`config.mk`:
```
export PLATFORM = sky130hd
export DESIGN_NAME = first_fit_heap_allocator
export DESIGN_NICKNAME = d
export VERILOG_FILES = /design/src/design/ffha_pkg.sv /design/src/design/first_fit_heap_allocator.sv /design/src/design/ffha_datapath.sv /design/src/design/ffha_ctrl.sv
export VERILOG_INCLUDE_DIRS = /design/src /design/src/design
export SDC_FILE = /design/constraint.sdc
export NUM_CORES = 2
export LEC_CHECK = 0
export CORE_ASPECT_RATIO = 0.5
export CORE_UTILIZATION = 47
export CTS_CLUSTER_SIZE = 8
export DETAILED_ROUTE_END_ITERATION = 8
export DONT_BUFFER_PORTS = 1
export SLEW_MARGIN = 20
export SYNTH_ARGS = -nofsm -noshare
export SYNTH_HDL_FRONTEND = slang
export SYNTH_SLANG_ARGS = --single-unit
```
`constraint.sdc`:
```
create_clock -name clk -period 9.6 [get_ports clk]
set_input_delay 0.96 -clock clk [delete_from_list [all_inputs] [get_ports clk]]
set_output_delay 0.96 -clock clk [all_outputs]
set_load 0.005 [all_outputs]
```
`src/design/first_fit_heap_allocator_defines.svh`:
```
// Assertion macros used by the heap allocator top level.
`ifndef FIRST_FIT_HEAP_ALLOCATOR_DEFINES_SVH
`define FIRST_FIT_HEAP_ALLOCATOR_DEFINES_SVH
// Assert that an antecedent implies a consequent in the next cycle.
`define FFHA_ASSERT_NEXT(label, ante, cons) \
    label: assert property (@(posedge clk) disable iff (!rst_n) (ante) |=> (cons)) \
        else $error("assertion failed");
// Assert that an expression holds at every clock edge out of reset.
`define FFHA_ASSERT_ALWAYS(label, expr) \
    label: assert property (@(posedge clk) disable iff (!rst_n) (expr)) \
        else $error("assertion failed");
`endif

```
`src/design/ffha_pkg.sv`:
```
// Package with widths, status codes and controller types of the heap allocator.
package ffha_pkg;
    localparam int DEF_MAX_BLOCKS   = 64;
    localparam int DEF_HEADER_BYTES = 24;
    localparam int ADDR_W = 20;
    localparam int SIZE_W = 16;
    localparam int STAT_W = 3;

    typedef enum logic [STAT_W-1:0] {
        ST_OK      = 3'd0,
        ST_NULL    = 3'd1,
        ST_OOM     = 3'd2,
        ST_DOUBLE  = 3'd3,
        ST_UNKNOWN = 3'd4
    } status_t;

    // Commands from the controller to the datapath.
    typedef struct packed {
        logic load;      // capture a request, clear index and running start
        logic rd;        // issue a memory read at the address chosen by rd_sel
        logic advance;   // add header and read entry length to the running start, index += 1
        logic mark;      // write the current entry with a new free mark
        logic mark_val;
        logic append;    // write a new entry at block_count
        logic merge_nxt; // entry index := cur + hdr + next, free
        logic merge_prv; // entry index-1 := prev + hdr + cur
        logic shift;     // copy entry index+1 to index, index += 1
        logic dec_count;
        logic set_back;  // index := index of the freed block (keep held entry)
        logic set_drop;  // shift start := index + 1 (index += 1)
        logic save_res;
    } cmd_t;

    // Status from the datapath to the controller.
    typedef struct packed {
        logic is_free_req;
        logic zero_size;
        logic null_off;
        logic at_end;      // index >= block_count
        logic fit;         // read entry is free and large enough
        logic hit;         // running start + header == offset
        logic ent_free;    // read entry free mark
        logic can_append;
        logic has_next;    // index + 1 < block_count
        logic has_prev;    // index > 0
        logic shift_done;  // index + 1 >= block_count
    } stat_t;

    typedef enum logic [13:0] {
        S_IDLE   = 14'b00000000000001,
        S_RD     = 14'b00000000000010,
        S_CHK    = 14'b00000000000100,
        S_APPEND = 14'b00000000001000,
        S_FMARK  = 14'b00000000010000,
        S_NRD    = 14'b00000000100000,
        S_NCHK   = 14'b00000001000000,
        S_SHRD   = 14'b00000010000000,
        S_SHWR   = 14'b00000100000000,
        S_PRD    = 14'b00001000000000,
        S_PCHK   = 14'b00010000000000,
        S_HOLD   = 14'b00100000000000,
        S_RESULT = 14'b01000000000000,
        S_CRD    = 14'b10000000000000
    } state_t;
endpackage

```
`src/design/first_fit_heap_allocator.sv`:
```
// Top level of the first-fit heap allocator with coalescing.
//
// Requests arrive on the s_axis channel as transactions: tuser is req_type
// (0 allocate, 1 free), tdata holds req_size and req_offset. Each request
// returns exactly one result transaction on m_axis: tdata holds
// result_offset and status. The user must write the heap limit on the cfg
// channel only while the block is idle; the block itself does not enforce it.
// The block serves one request at a time. It walks the block table held in
// a single-port memory, reading each visited entry and then checking it; a
// free that coalesces also shifts the table tail down, moving one entry at a
// time. The table memory read port sets the pace of the walk. The result
// sits in an output register; a new request is taken only after it has been
// delivered, so a stalled receiver holds the block.
// Reset clears the block count, the heap usage and the limit (to all ones);
// the table memory is not cleared, since only written entries are read.
module first_fit_heap_allocator #(
    parameter int MAX_BLOCKS   = ffha_pkg::DEF_MAX_BLOCKS,
    parameter int HEADER_BYTES = ffha_pkg::DEF_HEADER_BYTES
) (
    input  logic        clk,
    input  logic        rst_n,
    input  logic        s_axis_tvalid,
    output logic        s_axis_tready,
    input  logic [39:0] s_axis_tdata,  // req_size[15:0], req_offset[35:16]
    input  logic        s_axis_tuser,  // req_type
    output logic        m_axis_tvalid,
    input  logic        m_axis_tready,
    output logic [23:0] m_axis_tdata,  // result_offset[19:0], status[22:20]
    input  logic        cfg_valid,
    output logic        cfg_ready,
    input  logic [19:0] cfg_data       // heap_limit
);
    import ffha_pkg::*;

    cmd_t cmd;
    stat_t stat;
    logic [1:0] rd_sel;
    logic [STAT_W-1:0] res_status, status;
    logic [ADDR_W-1:0] result_offset;
    logic [ADDR_W-1:0] limit_reg;

    assign cfg_ready = 1'b1;

    always_ff @(posedge clk or negedge rst_n)
    begin
        if (!rst_n)
            limit_reg <= '1;
        else if (cfg_valid)
            limit_reg <= cfg_data;
    end

    ffha_ctrl u_ctrl (
        .clk(clk), .rst_n(rst_n),
        .in_valid(s_axis_tvalid), .in_ready(s_axis_tready),
        .out_valid(m_axis_tvalid), .out_ready(m_axis_tready),
        .stat(stat), .cmd(cmd), .rd_sel(rd_sel), .res_status(res_status)
    );

    ffha_datapath #(.MAX_BLOCKS(MAX_BLOCKS), .HEADER_BYTES(HEADER_BYTES)) u_dp (
        .clk(clk), .rst_n(rst_n), .cmd(cmd), .rd_sel(rd_sel), .stat(stat),
        .req_type(s_axis_tuser), .req_size(s_axis_tdata[15:0]),
        .req_offset(s_axis_tdata[35:16]), .heap_limit(limit_reg),
        .res_status(res_status), .result_offset(result_offset), .status(status)
    );

    assign m_axis_tdata = {1'b0, status, result_offset};

`include "first_fit_heap_allocator_defines.svh"

    // A request is never accepted while a result waits to be taken.
    `FFHA_ASSERT_ALWAYS(a_no_overlap, !(s_axis_tready && m_axis_tvalid))
    // An accepted request produces no result in the next cycle.
    `FFHA_ASSERT_NEXT(a_not_instant, s_axis_tvalid && s_axis_tready, !m_axis_tvalid)
endmodule

```
`src/design/ffha_datapath.sv`:
```
// Datapath of the heap allocator: block table memory, counters and compare logic.
module ffha_datapath #(
    parameter int MAX_BLOCKS   = ffha_pkg::DEF_MAX_BLOCKS,
    parameter int HEADER_BYTES = ffha_pkg::DEF_HEADER_BYTES
) (
    input  logic                        clk,
    input  logic                        rst_n,
    input  ffha_pkg::cmd_t              cmd,
    input  logic [1:0]                  rd_sel,
    output ffha_pkg::stat_t             stat,
    input  logic                        req_type,
    input  logic [ffha_pkg::SIZE_W-1:0] req_size,
    input  logic [ffha_pkg::ADDR_W-1:0] req_offset,
    input  logic [ffha_pkg::ADDR_W-1:0] heap_limit,
    input  logic [ffha_pkg::STAT_W-1:0] res_status,
    output logic [ffha_pkg::ADDR_W-1:0] result_offset,
    output logic [ffha_pkg::STAT_W-1:0] status
);
    import ffha_pkg::*;

    localparam int IDX_W = $clog2(MAX_BLOCKS);
    localparam int CNT_W = $clog2(MAX_BLOCKS + 1);
    localparam logic [ADDR_W-1:0] HDR = ADDR_W'(HEADER_BYTES);

    logic [ADDR_W:0] mem [MAX_BLOCKS];   // {free, length}
    logic [ADDR_W:0] rdata_reg;
    logic [ADDR_W:0] hold_reg, hold_next; // current block while coalescing
    logic [CNT_W-1:0] idx_reg, idx_next, count_reg, count_next;
    logic [CNT_W-1:0] home_reg;           // index of the block being freed
    logic [ADDR_W-1:0] start_reg, start_next, used_reg, used_next;
    logic type_reg;
    logic [SIZE_W-1:0] size_reg;
    logic [ADDR_W-1:0] off_reg;
    logic [ADDR_W-1:0] res_off_reg, res_off_next;
    logic [STAT_W-1:0] status_reg;
    logic [CNT_W-1:0] rd_addr;
    logic we;
    logic [CNT_W-1:0] wa;
    logic [ADDR_W:0] wd;
    logic [ADDR_W+1:0] app_sum;
    logic [ADDR_W-1:0] merged;

    // rd_sel: 0 index, 1 index + 1, 2 index - 1
    always_comb
    begin
        unique case (rd_sel)
            2'd1:    rd_addr = idx_reg + CNT_W'(1);
            2'd2:    rd_addr = idx_reg - CNT_W'(1);
            default: rd_addr = idx_reg;
        endcase
    end

    assign merged = hold_reg[ADDR_W-1:0] + HDR + rdata_reg[ADDR_W-1:0];
    assign app_sum = {2'b00, used_reg} + {2'b00, HDR} + {6'd0, size_reg};

    always_comb
    begin
        we = 1'b0;
        wa = idx_reg;
        wd = rdata_reg;
        if (cmd.mark) begin
            we = 1'b1;
            wd = {cmd.mark_val, rdata_reg[ADDR_W-1:0]};
        end else if (cmd.append) begin
            we = 1'b1;
            wa = count_reg;
            wd = {1'b0, 4'd0, size_reg};
        end else if (cmd.merge_nxt) begin
            we = 1'b1;
            wd = {1'b1, merged};
        end else if (cmd.merge_prv) begin
            we = 1'b1;
            wa = idx_reg - CNT_W'(1);
            wd = {1'b1, rdata_reg[ADDR_W-1:0] + HDR + hold_reg[ADDR_W-1:0]};
        end else if (cmd.shift) begin
            we = 1'b1;
            wd = rdata_reg;
        end
    end

    always_ff @(posedge clk)
    begin
        if (we)
            mem[wa[IDX_W-1:0]] <= wd;
        if (cmd.rd)
            rdata_reg <= mem[rd_addr[IDX_W-1:0]];
        if (cmd.load) begin
            type_reg <= req_type;
            size_reg <= req_size;
            off_reg  <= req_offset;
        end
        if (cmd.mark)
            home_reg <= idx_reg;
        hold_reg <= hold_next;
        if (cmd.save_res)
            status_reg <= res_status;
    end

    always_comb
    begin
        hold_next = hold_reg;
        if (cmd.mark)
            hold_next = {1'b1, rdata_reg[ADDR_W-1:0]};
        else if (cmd.merge_nxt)
            hold_next = {1'b1, merged};
    end

    always_comb
    begin
        idx_next = idx_reg;
        start_next = start_reg;
        count_next = count_reg;
        used_next = used_reg;
        res_off_next = res_off_reg;
        if (cmd.load) begin
            idx_next = '0;
            start_next = '0;
            res_off_next = '0;
        end
        if (cmd.advance) begin
            idx_next = idx_reg + CNT_W'(1);
            start_next = start_reg + HDR + rdata_reg[ADDR_W-1:0];
        end
        if (cmd.shift)
            idx_next = idx_reg + CNT_W'(1);
        if (cmd.set_back)
            idx_next = home_reg;
        if (cmd.set_drop)
            idx_next = idx_reg + CNT_W'(1);
        if (cmd.dec_count)
            count_next = count_reg - CNT_W'(1);
        if (cmd.mark && !type_reg)
            res_off_next = start_reg + HDR;
        if (cmd.append) begin
            count_next = count_reg + CNT_W'(1);
            res_off_next = used_reg + HDR;
            used_next = app_sum[ADDR_W-1:0];
        end
    end

    always_ff @(posedge clk or negedge rst_n)
    begin
        if (!rst_n) begin
            idx_reg <= '0;
            count_reg <= '0;
            used_reg <= '0;
            start_reg <= '0;
            res_off_reg <= '0;
        end else begin
            idx_reg <= idx_next;
            count_reg <= count_next;
            used_reg <= used_next;
            start_reg <= start_next;
            res_off_reg <= res_off_next;
        end
    end

    assign stat.is_free_req = type_reg;
    assign stat.zero_size   = (size_reg == '0);
    assign stat.null_off    = (off_reg == '0);
    assign stat.at_end      = (idx_reg >= count_reg);
    assign stat.fit         = rdata_reg[ADDR_W] &&
                              (rdata_reg[ADDR_W-1:0] >= {4'd0, size_reg});
    assign stat.hit         = ({1'b0, start_reg} + {1'b0, HDR}) == {1'b0, off_reg};
    assign stat.ent_free    = rdata_reg[ADDR_W];
    assign stat.can_append  = (count_reg < CNT_W'(MAX_BLOCKS)) &&
                              (app_sum <= {2'b00, heap_limit});
    assign stat.has_next    = ({1'b0, idx_reg} + (CNT_W+1)'(1)) < {1'b0, count_reg};
    assign stat.has_prev    = (idx_reg != '0);
    assign stat.shift_done  = ({1'b0, idx_reg} + (CNT_W+1)'(1)) >= {1'b0, count_reg};

    assign result_offset = res_off_reg;
    assign status = status_reg;
endmodule

```
`src/design/ffha_ctrl.sv`:
```
// Controller state machine of the heap allocator.
module ffha_ctrl (
    input  logic                        clk,
    input  logic                        rst_n,
    input  logic                        in_valid,
    output logic                        in_ready,
    output logic                        out_valid,
    input  logic                        out_ready,
    input  ffha_pkg::stat_t             stat,
    output ffha_pkg::cmd_t              cmd,
    output logic [1:0]                  rd_sel,
    output logic [ffha_pkg::STAT_W-1:0] res_status
);
    import ffha_pkg::*;

    state_t state_reg, state_next;
    status_t st_reg, st_next;
    logic out_valid_reg, out_valid_next;
    logic did_next_reg, did_next_next; // merged with the successor

    assign in_ready = state_reg[0] && !out_valid_reg;
    assign out_valid = out_valid_reg;
    assign res_status = st_reg;

    always_comb
    begin
        state_next = state_reg;
        st_next = st_reg;
        out_valid_next = out_valid_reg;
        did_next_next = did_next_reg;
        cmd = '0;
        rd_sel = 2'd0;
        if (out_valid_reg && out_ready)
            out_valid_next = 1'b0;
        unique case (state_reg)
            S_IDLE: begin
                if (in_valid && in_ready) begin
                    cmd.load = 1'b1;
                    did_next_next = 1'b0;
                    state_next = S_RD;
                end
            end
            S_RD: begin
                if (stat.is_free_req ? stat.null_off : stat.zero_size) begin
                    st_next = ST_NULL;
                    state_next = S_RESULT;
                end else if (stat.at_end) begin
                    if (stat.is_free_req) begin
                        st_next = ST_UNKNOWN;
                        state_next = S_RESULT;
                    end else
                        state_next = S_APPEND;
                end else begin
                    cmd.rd = 1'b1;
                    state_next = S_CHK;
                end
            end
            S_CHK: begin
                if (!stat.is_free_req && stat.fit) begin
                    cmd.mark = 1'b1;
                    st_next = ST_OK;
                    state_next = S_RESULT;
                end else if (stat.is_free_req && stat.hit) begin
                    if (stat.ent_free) begin
                        st_next = ST_DOUBLE;
                        state_next = S_RESULT;
                    end else begin
                        cmd.mark = 1'b1;
                        cmd.mark_val = 1'b1;
                        st_next = ST_OK;
                        state_next = S_FMARK;
                    end
                end else begin
                    cmd.advance = 1'b1;
                    state_next = S_RD;
                end
            end
            S_APPEND: begin
                if (stat.can_append) begin
                    cmd.append = 1'b1;
                    st_next = ST_OK;
                end else
                    st_next = ST_OOM;
                state_next = S_RESULT;
            end
            S_FMARK: begin
                if (stat.has_next) begin
                    cmd.rd = 1'b1;
                    rd_sel = 2'd1;
                    state_next = S_NCHK;
                end else
                    state_next = S_PRD;
            end
            S_NCHK: begin
                if (stat.ent_free) begin
                    cmd.merge_nxt = 1'b1;
                    cmd.dec_count = 1'b1;
                    did_next_next = 1'b1;
                    cmd.set_drop = 1'b1;   // remove entry index+1
                    state_next = S_SHRD;
                end else
                    state_next = S_PRD;
            end
            S_SHRD: begin
                if (stat.at_end || stat.shift_done && stat.at_end) begin
                    // After the successor merge the predecessor is still to check.
                    if (did_next_reg)
                        state_next = S_CRD;
                    else
                        state_next = S_RESULT;
                end else begin
                    cmd.rd = 1'b1;
                    rd_sel = 2'd1;
                    state_next = S_SHWR;
                end
            end
            S_SHWR: begin
                cmd.shift = 1'b1;
                state_next = S_SHRD;
            end
            S_CRD: begin
                // Shift pass moved the index; return it to the freed block.
                cmd.set_back = 1'b1;
                state_next = S_PRD;
            end
            S_PRD: begin
                if (stat.has_prev) begin
                    cmd.rd = 1'b1;
                    rd_sel = 2'd2;
                    state_next = S_PCHK;
                end else
                    state_next = S_RESULT;
            end
            S_PCHK: begin
                if (stat.ent_free) begin
                    cmd.merge_prv = 1'b1;
                    cmd.dec_count = 1'b1;
                    state_next = S_HOLD;
                end else
                    state_next = S_RESULT;
            end
            S_HOLD: begin
                // Drop the freed entry: shift the tail down from its place.
                state_next = S_SHRD;
                did_next_next = 1'b0;
            end
            S_RESULT: begin
                if (!out_valid_reg || out_ready) begin
                    cmd.save_res = 1'b1;
                    out_valid_next = 1'b1;
                    state_next = S_IDLE;
                end
            end
            default: state_next = S_IDLE;
        endcase
    end

    always_ff @(posedge clk or negedge rst_n)
    begin
        if (!rst_n) begin
            state_reg <= S_IDLE;
            st_reg <= ST_OK;
            out_valid_reg <= 1'b0;
            did_next_reg <= 1'b0;
        end else begin
            state_reg <= state_next;
            st_reg <= st_next;
            out_valid_reg <= out_valid_next;
            did_next_reg <= did_next_next;
        end
    end
endmodule
```
==> out/results.tsv <==
metric	value	unit
# rows	97	
Worst Setup End Kind	flip-flop	
Worst slew margin	23.4	%
Setup crit start	u_dp.used_reg[3]	
worst setup path category	reg2reg	
die area	0.143	mm^2
gate count of the mapped netlist	3818	
initial antenna violation count	3	
# IOs	93	
Initial DRC Count	3863	
vias in the first global route	36500	
maximum VDD drop	139	uV
Post-Synth XOR/XNOR Area	1.53	%
largest net degree at the start of global routing	112	
mux cell area share after synthesis	13.4	%
Finished Cell Area	0.0755	mm^2
Peak Freq	0.119	GHz
status	finished, final reports clean	
met3 GRT Util	5.00	%
Largest register FFs	1344	
number of detailed-route iterations in the first pass	5	
Synthesized Nets	4022	
pwr dens	225	mW/mm^2
Total Routing Usage GR	24.3	%
register area share after synthesis	69.0	%
core area	0.140	mm^2
switch share	26.4	%
DP Area	0.0697	mm^2
DPL Wire Length	106	mm
DR vias	36300	
n_diodes	0	
EDFF count, synth	1432	
largest family of logic cells by synthesized area	multiplexers	
Worst R2R End	u_dp.mem[32][4]	
first-pass GRT wire length	251	mm
Synth cell types	93	
worst-path fanout max	35	
post-synth top area cell	edfxtp_1	
CTS tree	done	
CP arrival	8.86	ns
Syn-to-layout area delta	13.6	%
final cell utilization of the core	53.9	%
Flop pwr share	45.9	%
DR DRC count	0	
most frequent cells in the layout	edfxtp_1, mux4_2, clkbuf_16	
simple logic cell fraction of the synthesized area	5.31	%
synth top area cells	edfxtp_1, mux4_2, dfrtp_1	
fin crit share	87.3	%
Fin. Hold Viols	0	
Hold Slack	0.128	ns
drt wl/cell	29.2	um
grt met2 use	37.5	%
Main synth FF type	edfxtp_1	
RR Startpoint	u_dp.used_reg[3]	
clk sink count	1544	
most common cell after layout, fill and taps aside	edfxtp_1	
DR vias/cell	6.15	
Clock Skew	0.0713	ns
worst hold path type	in2async	
max_cap viols	0	
Finished Layout Cells	5905	
Final #Nets	4189	
count of final setup violators	0	
Die Span Y	268	um
synth warn	0	
Synth Area in Compound Gates	6.25	%
Switch Pwr	4.48	mW
routability cong.	0.869	
Synth Area in Adders	2.65	%
Total Wirelength	172	mm
RSZ-0062 raised after global routing	no	
Required @ worst endpoint	10.08	ns
r2r worst-path depth	24	
Max Slew Vio Count	0	
Worst-path clk slew	0.05	ns
CTS buffer count	211	
Syn Std Cell Area	0.0664	mm^2
end of the critical path	u_dp.mem[32][4]	
Synth Area per Inst	17.4	um^2
R2R setup slack	1.22	ns
CTS resizes	0	
die extent in x	534	um
H-tree levels	4	
Pint	12.5	mW
Root Buffer Master	clkbuf_16	
grt met1 use	35.3	%
Leak Pwr	25.4	nW
placed insts	5649	
Startpoint Class	flip-flop	
Logic pwr share	15.3	%
grt total ovfl	0	
min Tclk post-route	8.38	ns
#FFs+latches synth	1544	
Synth async-reset ratio	7.25	%
Buffers on Ports	0	
gr busiest metal	met2	
layout cells sized above 1	22.1	%
clock latency on the worst-skew pair	0.83	ns
Initial Util	47.4	%
CTS max path bufs	3	
Sum Neg Setup Slack	0	ns
Routed Antenna Nets	0	
post-synth top area share	64.7	%
Worst-Margin Slew	1.15	ns
Clock power frac	38.8	%
-- power by group through the flow --
| stage | logic [mW] | clock network (mW) | registers (mW) |
|---|---|---|---|
| 2_1_floorplan | 1.75 | 0 | 7.83 |
| 3_3_place_gp | 2.52 | 0 | 7.92 |
| 3_5_place_dp | 2.56 | 0 | 7.92 |
| 4_1_cts | 2.59 | 6.70 | 7.80 |
| 5_1_grt | 2.82 | 6.96 | 7.81 |
| 6_report | 2.60 | 6.59 | 7.80 |
-- routing by layer --
| layer | share of wire [%] | wire length [um] |
|---|---|---|
| met1 | 44 | 75500 |
| met2 | 46 | 79700 |
| met3 | 7.6 | 13100 |
| met4 | 2.2 | 3860 |
| met5 | 0.019 | 33 |
-- area by class of cell --
| class | count | area (um^2) |
|---|---|---|
| Fill cell | 10900 | 64600 |
| Timing Repair Buffer | 151 | 1340 |
| Clock buffer | 238 | 5390 |
| Tap cell | 1881 | 2350 |
| Sequential cell | 1544 | 45800 |
| Clock inverter | 14 | 284 |
| Inverter | 97 | 364 |
| Multi-Input combinational cell | 1980 | 19900 |
-- worst min-delay path by stage --
stage                              start                endpoint  depth (start not counted)
floorplan           u_ctrl.res_status[1]          u_dp.status[1]                          0
global placement    u_ctrl.res_status[1]          u_dp.status[1]                          0
detailed placement  u_ctrl.res_status[1]          u_dp.status[1]                          0
CTS                                rst_n  u_dp.result_offset[12]                          1
global route                       rst_n   u_dp.result_offset[7]                          1
finish                             rst_n   u_dp.result_offset[6]                          1
-- synthesized netlist by cell type (21+ instances only) --
master	instances
dfrtp_1	91
ha_1	134
nand3_1	43
mux2i_1	105
nor2_1	119
xor2_1	47
edfxtp_1	1432
a211oi_1	164
nor3_1	49
xnor2_1	61
clkbuf_1	122
a21oi_1	182
inv_1	97
mux2_2	26
and3_1	41
nor2b_1	101
o21ai_0	86
dfstp_2	21
buf_2	42
buf_1	21
nand2_1	137
a21o_1	35
mux4_2	336
nor3_2	21
-- cells by family after synthesis --
logic type	after synthesis
other	2
multiplexers	467
adder cells (fa/ha/maj)	138
flip-flops	1544
XOR/XNOR	111
buffers and inverters	294
AND/OR/NAND/NOR	642
AO/OA/AOI/OAI	620
-- worst max-delay path, stage by stage (launching register included) --
cell	delay (ns)
dfrtp_1	0.39
inv_1	0.10
ha_1	0.25
nand4b_1	0.42
nor2_1	0.26
nand2_1	0.09
xnor2_1	0.23
ha_1	0.34
and2_1	0.18
o21ai_0	0.16
nand2_1	0.09
a21o_1	0.21
or2_2	0.30
nand2_1	0.09
xor2_1	0.11
ha_1	0.26
a211oi_1	0.22
o21ai_0	0.18
a2111oi_0	0.50
o21ai_1	0.45
or4b_4	0.92
o211ai_1	0.75
nand3_1	0.80
nor3_4	0.37
buf_4	0.36
-- metrics by stage --
step / worst slack, ns / power [mW]
final: 1.22 / 17.0
after global routing: 0.942 / 17.6
after CTS: 1.40 / 17.1
after detailed placement: 1.44 / 10.5
after global placement: 1.55 / 10.4
after floorplan: 1.65 / 9.58
-- timing repair --
action | 4_1_cts | 5_1_grt
endpoints found under the hold margin | 111 | 0
hold buffers | 2 | 0
setup buffers | 0 | 0
Note: power is estimated with default switching activity, not from simulation.
